[config.mk]
export PLATFORM = sky130hd
export DESIGN_NAME = utf16_to_utf8_encoder
export DESIGN_NICKNAME = d
export VERILOG_FILES = /design/src/rtl/u16u8_pkg.sv /design/src/rtl/u16u8_front.sv /design/src/rtl/u16u8_queue.sv /design/src/rtl/u16u8_back.sv /design/src/rtl/utf16_to_utf8_encoder.sv
export SDC_FILE = /design/constraint.sdc
export NUM_CORES = 1
export LEC_CHECK = 0
export ABC_AREA = 1
export BUFFER_PORTS_ARGS = -buffer_cell sky130_fd_sc_hd__buf_2
export CAP_MARGIN = 10
export CORE_UTILIZATION = 24
export CTS_BUF_LIST = sky130_fd_sc_hd__clkbuf_8
export DETAILED_ROUTE_END_ITERATION = 7
export MAX_ROUTING_LAYER = met4
export PLACE_DENSITY_LB_ADDON = 0.15
export SYNTH_ARGS = -nofsm -noshare
export SYNTH_HDL_FRONTEND = slang
export SYNTH_SLANG_ARGS = --single-unit
export TNS_END_PERCENT = 30
[constraint.sdc]
create_clock -name clock -period 10.55 [get_ports clock]
set_input_delay 0.5275 -clock clock [delete_from_list [all_inputs] [get_ports clock]]
set_output_delay 0.5275 -clock clock [all_outputs]
set_load 0.02 [all_outputs]
[src/rtl/u16u8_pkg.sv]
// Shared types and constants for the UTF-16 to UTF-8 encoder.
// No dependencies; imported by every module of the block.
`timescale 1ns / 1ps

package u16u8_pkg;

   localparam int MaxBytes  = 7;
   localparam int CountW    = $clog2(MaxBytes + 1);
   localparam int QueueDepth = 2;

   localparam logic [15:0] SurrHighLo = 16'hD800;
   localparam logic [15:0] SurrHighHi = 16'hDBFF;
   localparam logic [15:0] SurrLowLo  = 16'hDC00;
   localparam logic [15:0] SurrLowHi  = 16'hDFFF;
   localparam logic [15:0] Lim1Byte   = 16'h0080;
   localparam logic [15:0] Lim2Byte   = 16'h0800;
   localparam logic [10:0] PlaneOfs   = 11'h040;   // 0x10000 >> 10
   localparam logic [7:0]  Lead2      = 8'hC0;
   localparam logic [7:0]  Lead3      = 8'hE0;
   localparam logic [7:0]  Lead4      = 8'hF0;
   localparam logic [7:0]  ContMark   = 8'h80;
   localparam logic [7:0]  FlushLead  = 8'hED;
   localparam logic [7:0]  FlushMid   = 8'hA0;
   localparam logic [7:0]  NulByte    = 8'h00;

   // One unit's worth of output bytes, in emission order from index 0.
   typedef struct packed {
      logic [MaxBytes-1:0][7:0] bytes;
      logic [CountW-1:0]        count;
      logic                     has_nul;
   } job_type;

endpackage

[src/rtl/u16u8_front.sv]
// Front end: accepts code units, tracks surrogate and skip state, and
// builds the byte list for each unit. Depends on u16u8_pkg.
`timescale 1ns / 1ps

module u16u8_front (
   input  logic              clock,
   input  logic              reset,
   input  logic              accept,
   input  logic [15:0]       code_unit,
   input  logic              last_unit,
   output logic              job_valid,
   output u16u8_pkg::job_type job
);
   import u16u8_pkg::*;

   logic       held_valid_ff, held_valid_in;
   logic [9:0] held_bits_ff, held_bits_in;
   logic       skip_ff, skip_in;

   logic        is_low, is_high;
   logic [10:0] plane;
   logic [CountW-1:0] n;

   assign is_low  = (code_unit >= SurrLowLo) && (code_unit <= SurrLowHi);
   assign is_high = (code_unit >= SurrHighLo) && (code_unit <= SurrHighHi);
   assign plane   = {1'b0, held_bits_ff} + PlaneOfs;

   always_comb begin
      held_valid_in = held_valid_ff;
      held_bits_in  = held_bits_ff;
      skip_in       = skip_ff;
      job.bytes     = '0;
      job.has_nul   = 1'b0;
      n             = '0;
      if (skip_ff) begin
         if (last_unit) begin
            skip_in = 1'b0;
         end
      end else if (held_valid_ff && is_low) begin
         held_valid_in = 1'b0;
         job.bytes[0] = Lead4 | {5'd0, plane[10:8]};
         job.bytes[1] = ContMark | {2'd0, plane[7:2]};
         job.bytes[2] = ContMark | {2'd0, plane[1:0], code_unit[9:6]};
         job.bytes[3] = ContMark | {2'd0, code_unit[5:0]};
         n = CountW'(4);
         if (last_unit) begin
            job.bytes[n] = NulByte;
            job.has_nul  = 1'b1;
            n = n + 1'b1;
         end
      end else begin
         if (held_valid_ff) begin
            // flush the unpaired high surrogate as three bytes
            held_valid_in = 1'b0;
            job.bytes[0] = FlushLead;
            job.bytes[1] = FlushMid | {4'd0, held_bits_ff[9:6]};
            job.bytes[2] = ContMark | {2'd0, held_bits_ff[5:0]};
            n = CountW'(3);
         end
         if (code_unit == 16'd0) begin
            job.bytes[n] = NulByte;
            job.has_nul  = 1'b1;
            n = n + 1'b1;
            if (!last_unit) begin
               skip_in = 1'b1;
            end
         end else if (code_unit < Lim1Byte) begin
            job.bytes[n] = code_unit[7:0];
            n = n + 1'b1;
         end else if (code_unit < Lim2Byte) begin
            job.bytes[n] = Lead2 | {3'd0, code_unit[10:6]};
            n = n + 1'b1;
            job.bytes[n] = ContMark | {2'd0, code_unit[5:0]};
            n = n + 1'b1;
         end else if (is_high && !last_unit) begin
            held_valid_in = 1'b1;
            held_bits_in  = code_unit[9:0];
         end else begin
            job.bytes[n] = Lead3 | {4'd0, code_unit[15:12]};
            n = n + 1'b1;
            job.bytes[n] = ContMark | {2'd0, code_unit[11:6]};
            n = n + 1'b1;
            job.bytes[n] = ContMark | {2'd0, code_unit[5:0]};
            n = n + 1'b1;
         end
         if (last_unit && (code_unit != 16'd0)) begin
            job.bytes[n] = NulByte;
            job.has_nul  = 1'b1;
            n = n + 1'b1;
         end
      end
      job.count = n;
      job_valid = accept && (n != '0);
   end

   always_ff @(posedge clock) begin
      if (reset) begin
         held_valid_ff <= 1'b0;
         held_bits_ff  <= '0;
         skip_ff       <= 1'b0;
      end else if (accept) begin
         held_valid_ff <= held_valid_in;
         held_bits_ff  <= held_bits_in;
         skip_ff       <= skip_in;
      end
   end

endmodule

[src/rtl/u16u8_queue.sv]
// Two-entry job queue between the front end and the byte serializer.
// Depends on u16u8_pkg for the job type and depth.
`timescale 1ns / 1ps

module u16u8_queue (
   input  logic              clock,
   input  logic              reset,
   input  logic              wr_en,
   input  u16u8_pkg::job_type wr_job,
   input  logic              rd_en,
   output u16u8_pkg::job_type rd_job,
   output logic              q_empty,
   output logic              q_full
);
   import u16u8_pkg::*;

   localparam int PtrW = $clog2(QueueDepth);

   job_type            slot_ff [QueueDepth];
   logic [PtrW-1:0]    wr_ptr_ff, rd_ptr_ff;
   logic [PtrW:0]      count_ff, count_in;

   assign q_empty = (count_ff == '0);
   assign q_full  = (count_ff == (PtrW + 1)'(QueueDepth));
   assign rd_job  = slot_ff[rd_ptr_ff];

   always_comb begin
      count_in = count_ff;
      if (wr_en && !rd_en) begin
         count_in = count_ff + 1'b1;
      end else if (rd_en && !wr_en) begin
         count_in = count_ff - 1'b1;
      end
   end

   always_ff @(posedge clock) begin
      if (wr_en) begin
         slot_ff[wr_ptr_ff] <= wr_job;
      end
   end

   always_ff @(posedge clock) begin
      if (reset) begin
         wr_ptr_ff <= '0;
         rd_ptr_ff <= '0;
         count_ff  <= '0;
      end else begin
         if (wr_en) begin
            wr_ptr_ff <= wr_ptr_ff + 1'b1;
         end
         if (rd_en) begin
            rd_ptr_ff <= rd_ptr_ff + 1'b1;
         end
         count_ff <= count_in;
      end
   end

endmodule

[src/rtl/u16u8_back.sv]
// Back end: takes jobs from the queue and streams their bytes, one per
// cycle while the output register is free, into the result output register. Depends on u16u8_pkg.
`timescale 1ns / 1ps

module u16u8_back (
   input  logic              clock,
   input  logic              reset,
   input  logic              q_empty,
   input  u16u8_pkg::job_type q_job,
   output logic              q_pop,
   input  logic              pop,
   output logic              empty,
   output logic [7:0]        out_byte,
   output logic              run_last,
   output logic              string_end
);
   import u16u8_pkg::*;

   logic              cur_valid_ff;
   job_type           cur_job_ff;
   logic [CountW-1:0] idx_ff;

   logic       out_valid_ff;
   logic [7:0] out_byte_ff;
   logic       out_last_ff, out_end_ff;

   logic out_free, emit, cur_last, cur_take;

   assign out_free = !out_valid_ff || pop;
   assign emit     = cur_valid_ff && out_free;
   assign cur_last = (idx_ff == cur_job_ff.count - 1'b1);
   assign cur_take = !cur_valid_ff || (emit && cur_last);
   assign q_pop    = cur_take && !q_empty;

   always_ff @(posedge clock) begin
      if (reset) begin
         cur_valid_ff <= 1'b0;
         idx_ff       <= '0;
      end else if (cur_take) begin
         cur_valid_ff <= !q_empty;
         idx_ff       <= '0;
      end else if (emit) begin
         idx_ff <= idx_ff + 1'b1;
      end
   end

   always_ff @(posedge clock) begin
      if (q_pop) begin
         cur_job_ff <= q_job;
      end
   end

   always_ff @(posedge clock) begin
      if (reset) begin
         out_valid_ff <= 1'b0;
      end else if (out_free) begin
         out_valid_ff <= emit;
      end
   end

   always_ff @(posedge clock) begin
      if (emit) begin
         out_byte_ff <= cur_job_ff.bytes[idx_ff];
         out_last_ff <= cur_last;
         out_end_ff  <= cur_last && cur_job_ff.has_nul;
      end
   end

   assign empty      = !out_valid_ff;
   assign out_byte   = out_byte_ff;
   assign run_last   = out_last_ff;
   assign string_end = out_end_ff;

endmodule

[src/rtl/utf16_to_utf8_encoder.sv]
// Top level of the UTF-16 to UTF-8 encoder: front end, job queue and byte
// serializer. Depends on u16u8_pkg, u16u8_front, u16u8_queue, u16u8_back.
`timescale 1ns / 1ps

// Usage:
// Push one UTF-16 code unit per transaction on req_code_unit with
// req_last_unit marking the final unit of a buffer; a transaction happens
// when push is high and full is low. Results come out as a queue: while
// empty is low, rsp_out_byte, rsp_run_last and rsp_string_end show the
// oldest byte, taken when pop is high.
// Each unit becomes a job of zero to seven bytes, built in the cycle it is
// accepted and held in a two-entry job queue. The serializer sends one byte
// per cycle while pop keeps the output register free; a job passes from its
// queue slot to the current-job register and then byte by byte to the
// output register. The input rate is set by the byte rate of the
// serializer, so multi-byte units slow it; ASCII runs at one unit per cycle
// while pop stays high.
// Units that give no bytes (a held high surrogate, units after a
// terminator) still pass through full but take no queue slot.
// Reset clears the surrogate and skip state, the queue and the output
// register. When pop stays low the output byte holds, the queue fills and
// full rises.
module utf16_to_utf8_encoder (
   input  logic        clock,
   input  logic        reset,
   input  logic        push,
   output logic        full,
   input  logic [15:0] req_code_unit,
   input  logic        req_last_unit,
   output logic        empty,
   input  logic        pop,
   output logic [7:0]  rsp_out_byte,
   output logic        rsp_run_last,
   output logic        rsp_string_end
);
   import u16u8_pkg::*;

   logic    accept;
   logic    job_valid;
   job_type front_job, head_job;
   logic    q_empty, q_full, q_pop;

   assign full   = q_full;
   assign accept = push && !q_full;

   u16u8_front u_front (
      .clock     (clock),
      .reset     (reset),
      .accept    (accept),
      .code_unit (req_code_unit),
      .last_unit (req_last_unit),
      .job_valid (job_valid),
      .job       (front_job)
   );

   u16u8_queue u_queue (
      .clock   (clock),
      .reset   (reset),
      .wr_en   (job_valid),
      .wr_job  (front_job),
      .rd_en   (q_pop),
      .rd_job  (head_job),
      .q_empty (q_empty),
      .q_full  (q_full)
   );

   u16u8_back u_back (
      .clock      (clock),
      .reset      (reset),
      .q_empty    (q_empty),
      .q_job      (head_job),
      .q_pop      (q_pop),
      .pop        (pop),
      .empty      (empty),
      .out_byte   (rsp_out_byte),
      .run_last   (rsp_run_last),
      .string_end (rsp_string_end)
   );

   // the terminator always closes its unit's byte run
   a_end_is_run_last: assert property (@(posedge clock) disable iff (reset)
      (!empty && rsp_string_end) |-> rsp_run_last)
      else $error("string_end without run_last");

   // a zero byte is only ever the terminator
   a_zero_is_nul: assert property (@(posedge clock) disable iff (reset)
      (!empty && (rsp_out_byte == 8'h00)) |-> rsp_string_end)
      else $error("zero byte not marked as string end");

   a_nul_is_zero: assert property (@(posedge clock) disable iff (reset)
      (!empty && rsp_string_end) |-> (rsp_out_byte == 8'h00))
      else $error("string end byte is not zero");

   // reset empties the result side
   a_reset_empty: assert property (@(posedge clock)
      $past(reset) |-> empty)
      else $error("result pending right after reset");

endmodule

==> results.json <==
{
  "die_height_um": 185,
  "grt_first_pass_wirelength_mm": 33.8,
  "yosysSeqAreaShare_pct": 62.8,
  "grt_overflow": 0,
  "crit_path_end_kind": "flip-flop",
  "netlist_area_um2": 8030,
  "final_antenna_net_count": 0,
  "cp_slowest_cell": "buf_4",
  "worstPathMaxFanout": 34,
  "area_growth_pct": 13.0,
  "power_mw": 1.97,
  "path_clk_slew_ns": 0.12,
  "avgViaCountPerCell": 4.27,
  "relSlewSlack_pct": 31.6,
  "yosys_most_used_dff": "edfxtp_1",
  "wl_met2_mm": 9.69,
  "die_w_um": 185,
  "fin_hold_ws_ns": 0.331,
  "dpl.hpwl_mm": 15.5,
  "n_antenna_cell": 0,
  "synth_common_cells": "nand2_1 (229), edfxtp_1 (154), nor2_1 (66)",
  "routed.top_layer": "met4",
  "peakVddDrop_mv": 0.103,
  "maxCapViolCount": 0,
  "worst_pin_slew_ns": 1.03,
  "cts.sinks": 175,
  "numCtsBuffers": 17,
  "placed_cell_area_um2": 8650,
  "fin_crit_ns": 3.54,
  "syn_area_per_cell_um2": 10.1,
  "fin_setup_tns_ns": 0,
  "required_ns": 10.90,
  "p_leak_nw": 3.52,
  "fmax_ghz": 0.282,
  "dp.cells": 1244,
  "startpoint_type": "flip-flop",
  "clk_latency_ns": 0.47,
  "fin_ws_ns": 7.01,
  "clockBufferDepth": 2,
  "drive_gt1_share_pct": 14.5,
  "drt-met1-wl_mm": 11.2,
  "max_stage_delay_ns": 0.35,
  "start_util_pct": 24.6,
  "drt_iter0_drc": 327,
  "synth_cells": 796,
  "cts_tree": "yes",
  "critPathKind": "flip-flop to flip-flop",
  "rows": 66,
  "port_buffers": 32,
  "ios": 33,
  "die_area_um2": 34200,
  "rrSetupSlack_ns": 7.01,
  "finalNonFillerCells": 1276,
  "async_flop_share_pct": 0,
  "yosysMostFrequentCell": "nand2_1",
  "drc": 0,
  "synth.top_cell.area_share_pct": 57.6,
  "synth.distinct_cells": 40,
  "hold_viol": 0,
  "path_cells": "buf_4 > inv_2 > ha_1 > inv_1 > nand2_1 > nand2_1 > nand2_4 > nand2_4 > inv_1 > ha_1 > or2_2 > nand3_1 > nand3_2 > nand2_1 > inv_1 > ha_1 > a21oi_1 > o21ai_0 > o21ai_0 > a21oi_1",
  "finalSetupViolations": 0,
  "synth-edff-count": 154,
  "finish.utilization_pct": 27.7,
  "drt-total-wl_mm": 22.0,
  "synth-warning-count": 0,
  "wl_per_cell_um": 17.2,
  "post_cts_buffers": 0,
  "outcome": "completed",
  "power_density_nw_per_um2": 217,
  "place_ws_ns": 6.52,
  "ctsHoldBuffers": 0,
  "drv_slew": 0,
  "place.gp.congestion": 0.883,
  "fin_area_um2": 9070,
  "skew_ns": 0.0256,
  "grt_max_degree": 51,
  "ys_ff_latch": 175,
  "grt_use_total_pct": 13.9,
  "cts_resized": 0,
  "crit_buf_inv": 5,
  "num_vias": 5453,
  "core_area_um2": 32700,
  "syn_nets": 824,
  "wl_met3_um": 819,
  "htree_levels": 4,
  "cts_root_buf": "clkbuf_8",
  "rsz0062_at_grt": "no",
  "hp-class": "primary input to flip-flop",
  "cp.arrival_ns": 3.90,
  "first_pass_iters": 4,
  "crit_family": "simple AND/OR/NAND/NOR gates",
  "synth.largest_area_cell": "edfxtp_1",
  "nNetsFinal": 849,
  "timing.final.crit_share_pct": 33.6,
  "antenna_found_initial": 0,
  "grt_pass1_vias": 5361,
  "yosys-top-cells-area": "edfxtp_1 (58%), nand2_1 (11%), dfxtp_1 (5.2%)"
}
==> tightest hold or removal path: stages <==
cell	delay [ns]
buf_2	0.07
or2_2	0.11
a21oi_1	0.06
==> per-layer routing <==
metal,up-vias,global-route usage [%]
met4,0,3.80
met3,14,2.22
met2,120,20.2
met5,-,-
met1,2547,19.9
li1,2772,-
==> path summary, 6_finish.rpt <==
kind | startpoint | endpoint | cells after the start
setup / recovery | u_front.held_valid_ff$_SDFFE_PP0P_ | u_queue.count_ff[1]$_SDFFE_PP0P_ | 20
hold / removal | pop | u_back.out_valid_ff$_SDFFE_PP0N_ | 3
hold reg to reg | u_queue.slot_ff[0][19]$_DFFE_PP_ | u_back.cur_job_ff[19]$_DFFE_PP_ | 2
setup reg to reg | u_front.held_valid_ff$_SDFFE_PP0P_ | u_queue.count_ff[1]$_SDFFE_PP0P_ | 20
==> cell families (layout without fill, tap and decap cells) <==
group                    after synthesis  after routing  synth area share (%)
AND/OR/NAND/NOR                      369            369                  20.3
XOR/XNOR                               7              7                 0.764
AO/OA/AOI/OAI                        142            142                  10.3
adder cells (fa/ha/maj)                7              7                  1.09
buffers and inverters                 96            134                  4.80
flip-flops                           175            175                  62.8
==> power by group <==
part	total [mW]	internal, mW	switching [mW]
clock network	0.481	0.184	0.296
logic	0.459	0.109	0.350
registers	1.03	0.984	0.0431
==> layout by cell type (no fill, tap or decap), types with 2 or more instances in the layout <==
cell and instances:
edfxtp_1 154, nand2_1 229, xnor2_1 2, a2111oi_2 2, buf_2 32, a21oi_1 34, nor2_2 10, inv_1 51
nand4_1 3, nand2_4 3, a211oi_1 14, clkbuf_8 17, o31ai_1 9, a22oi_1 2, or2_2 2, nand2_2 7
xor2_1 5, inv_6 3, ha_1 7, clkinv_8 5, dfxtp_1 21, nor2_4 6, inv_2 10, nand3_1 30
o22ai_1 14, inv_4 2, nand3_2 4, buf_4 6, inv_8 4, a31oi_1 2, nor2_1 65, o21ai_0 62
nor3_1 4
==> registers in the layout (all words and copies together), names as in the netlist <==
register / cells
u_queue.slot_ff: 96
u_back.cur_job_ff: 48
u_front.held_bits_ff: 10
u_back.out_byte: 8
u_back.idx_ff: 3
u_queue.count_ff: 2
u_back.cur_valid_ff: 1
u_back.out_valid_ff: 1
u_back.run_last: 1
u_back.string_end: 1
u_front.held_valid_ff: 1
u_front.skip_ff: 1
u_queue.rd_ptr_ff: 1
u_queue.wr_ptr_ff: 1
==> cell type report <==
cell class / instances / area [µm²]
Fill cell: 3540 / 23600
Inverter: 64 / 245
Timing Repair Buffer: 38 / 205
Clock inverter: 15 / 185
Tap cell: 442 / 553
Multi-Input combinational cell: 525 / 2610
Clock buffer: 17 / 234
Sequential cell: 175 / 5040
(Power assumes the default switching activity.)
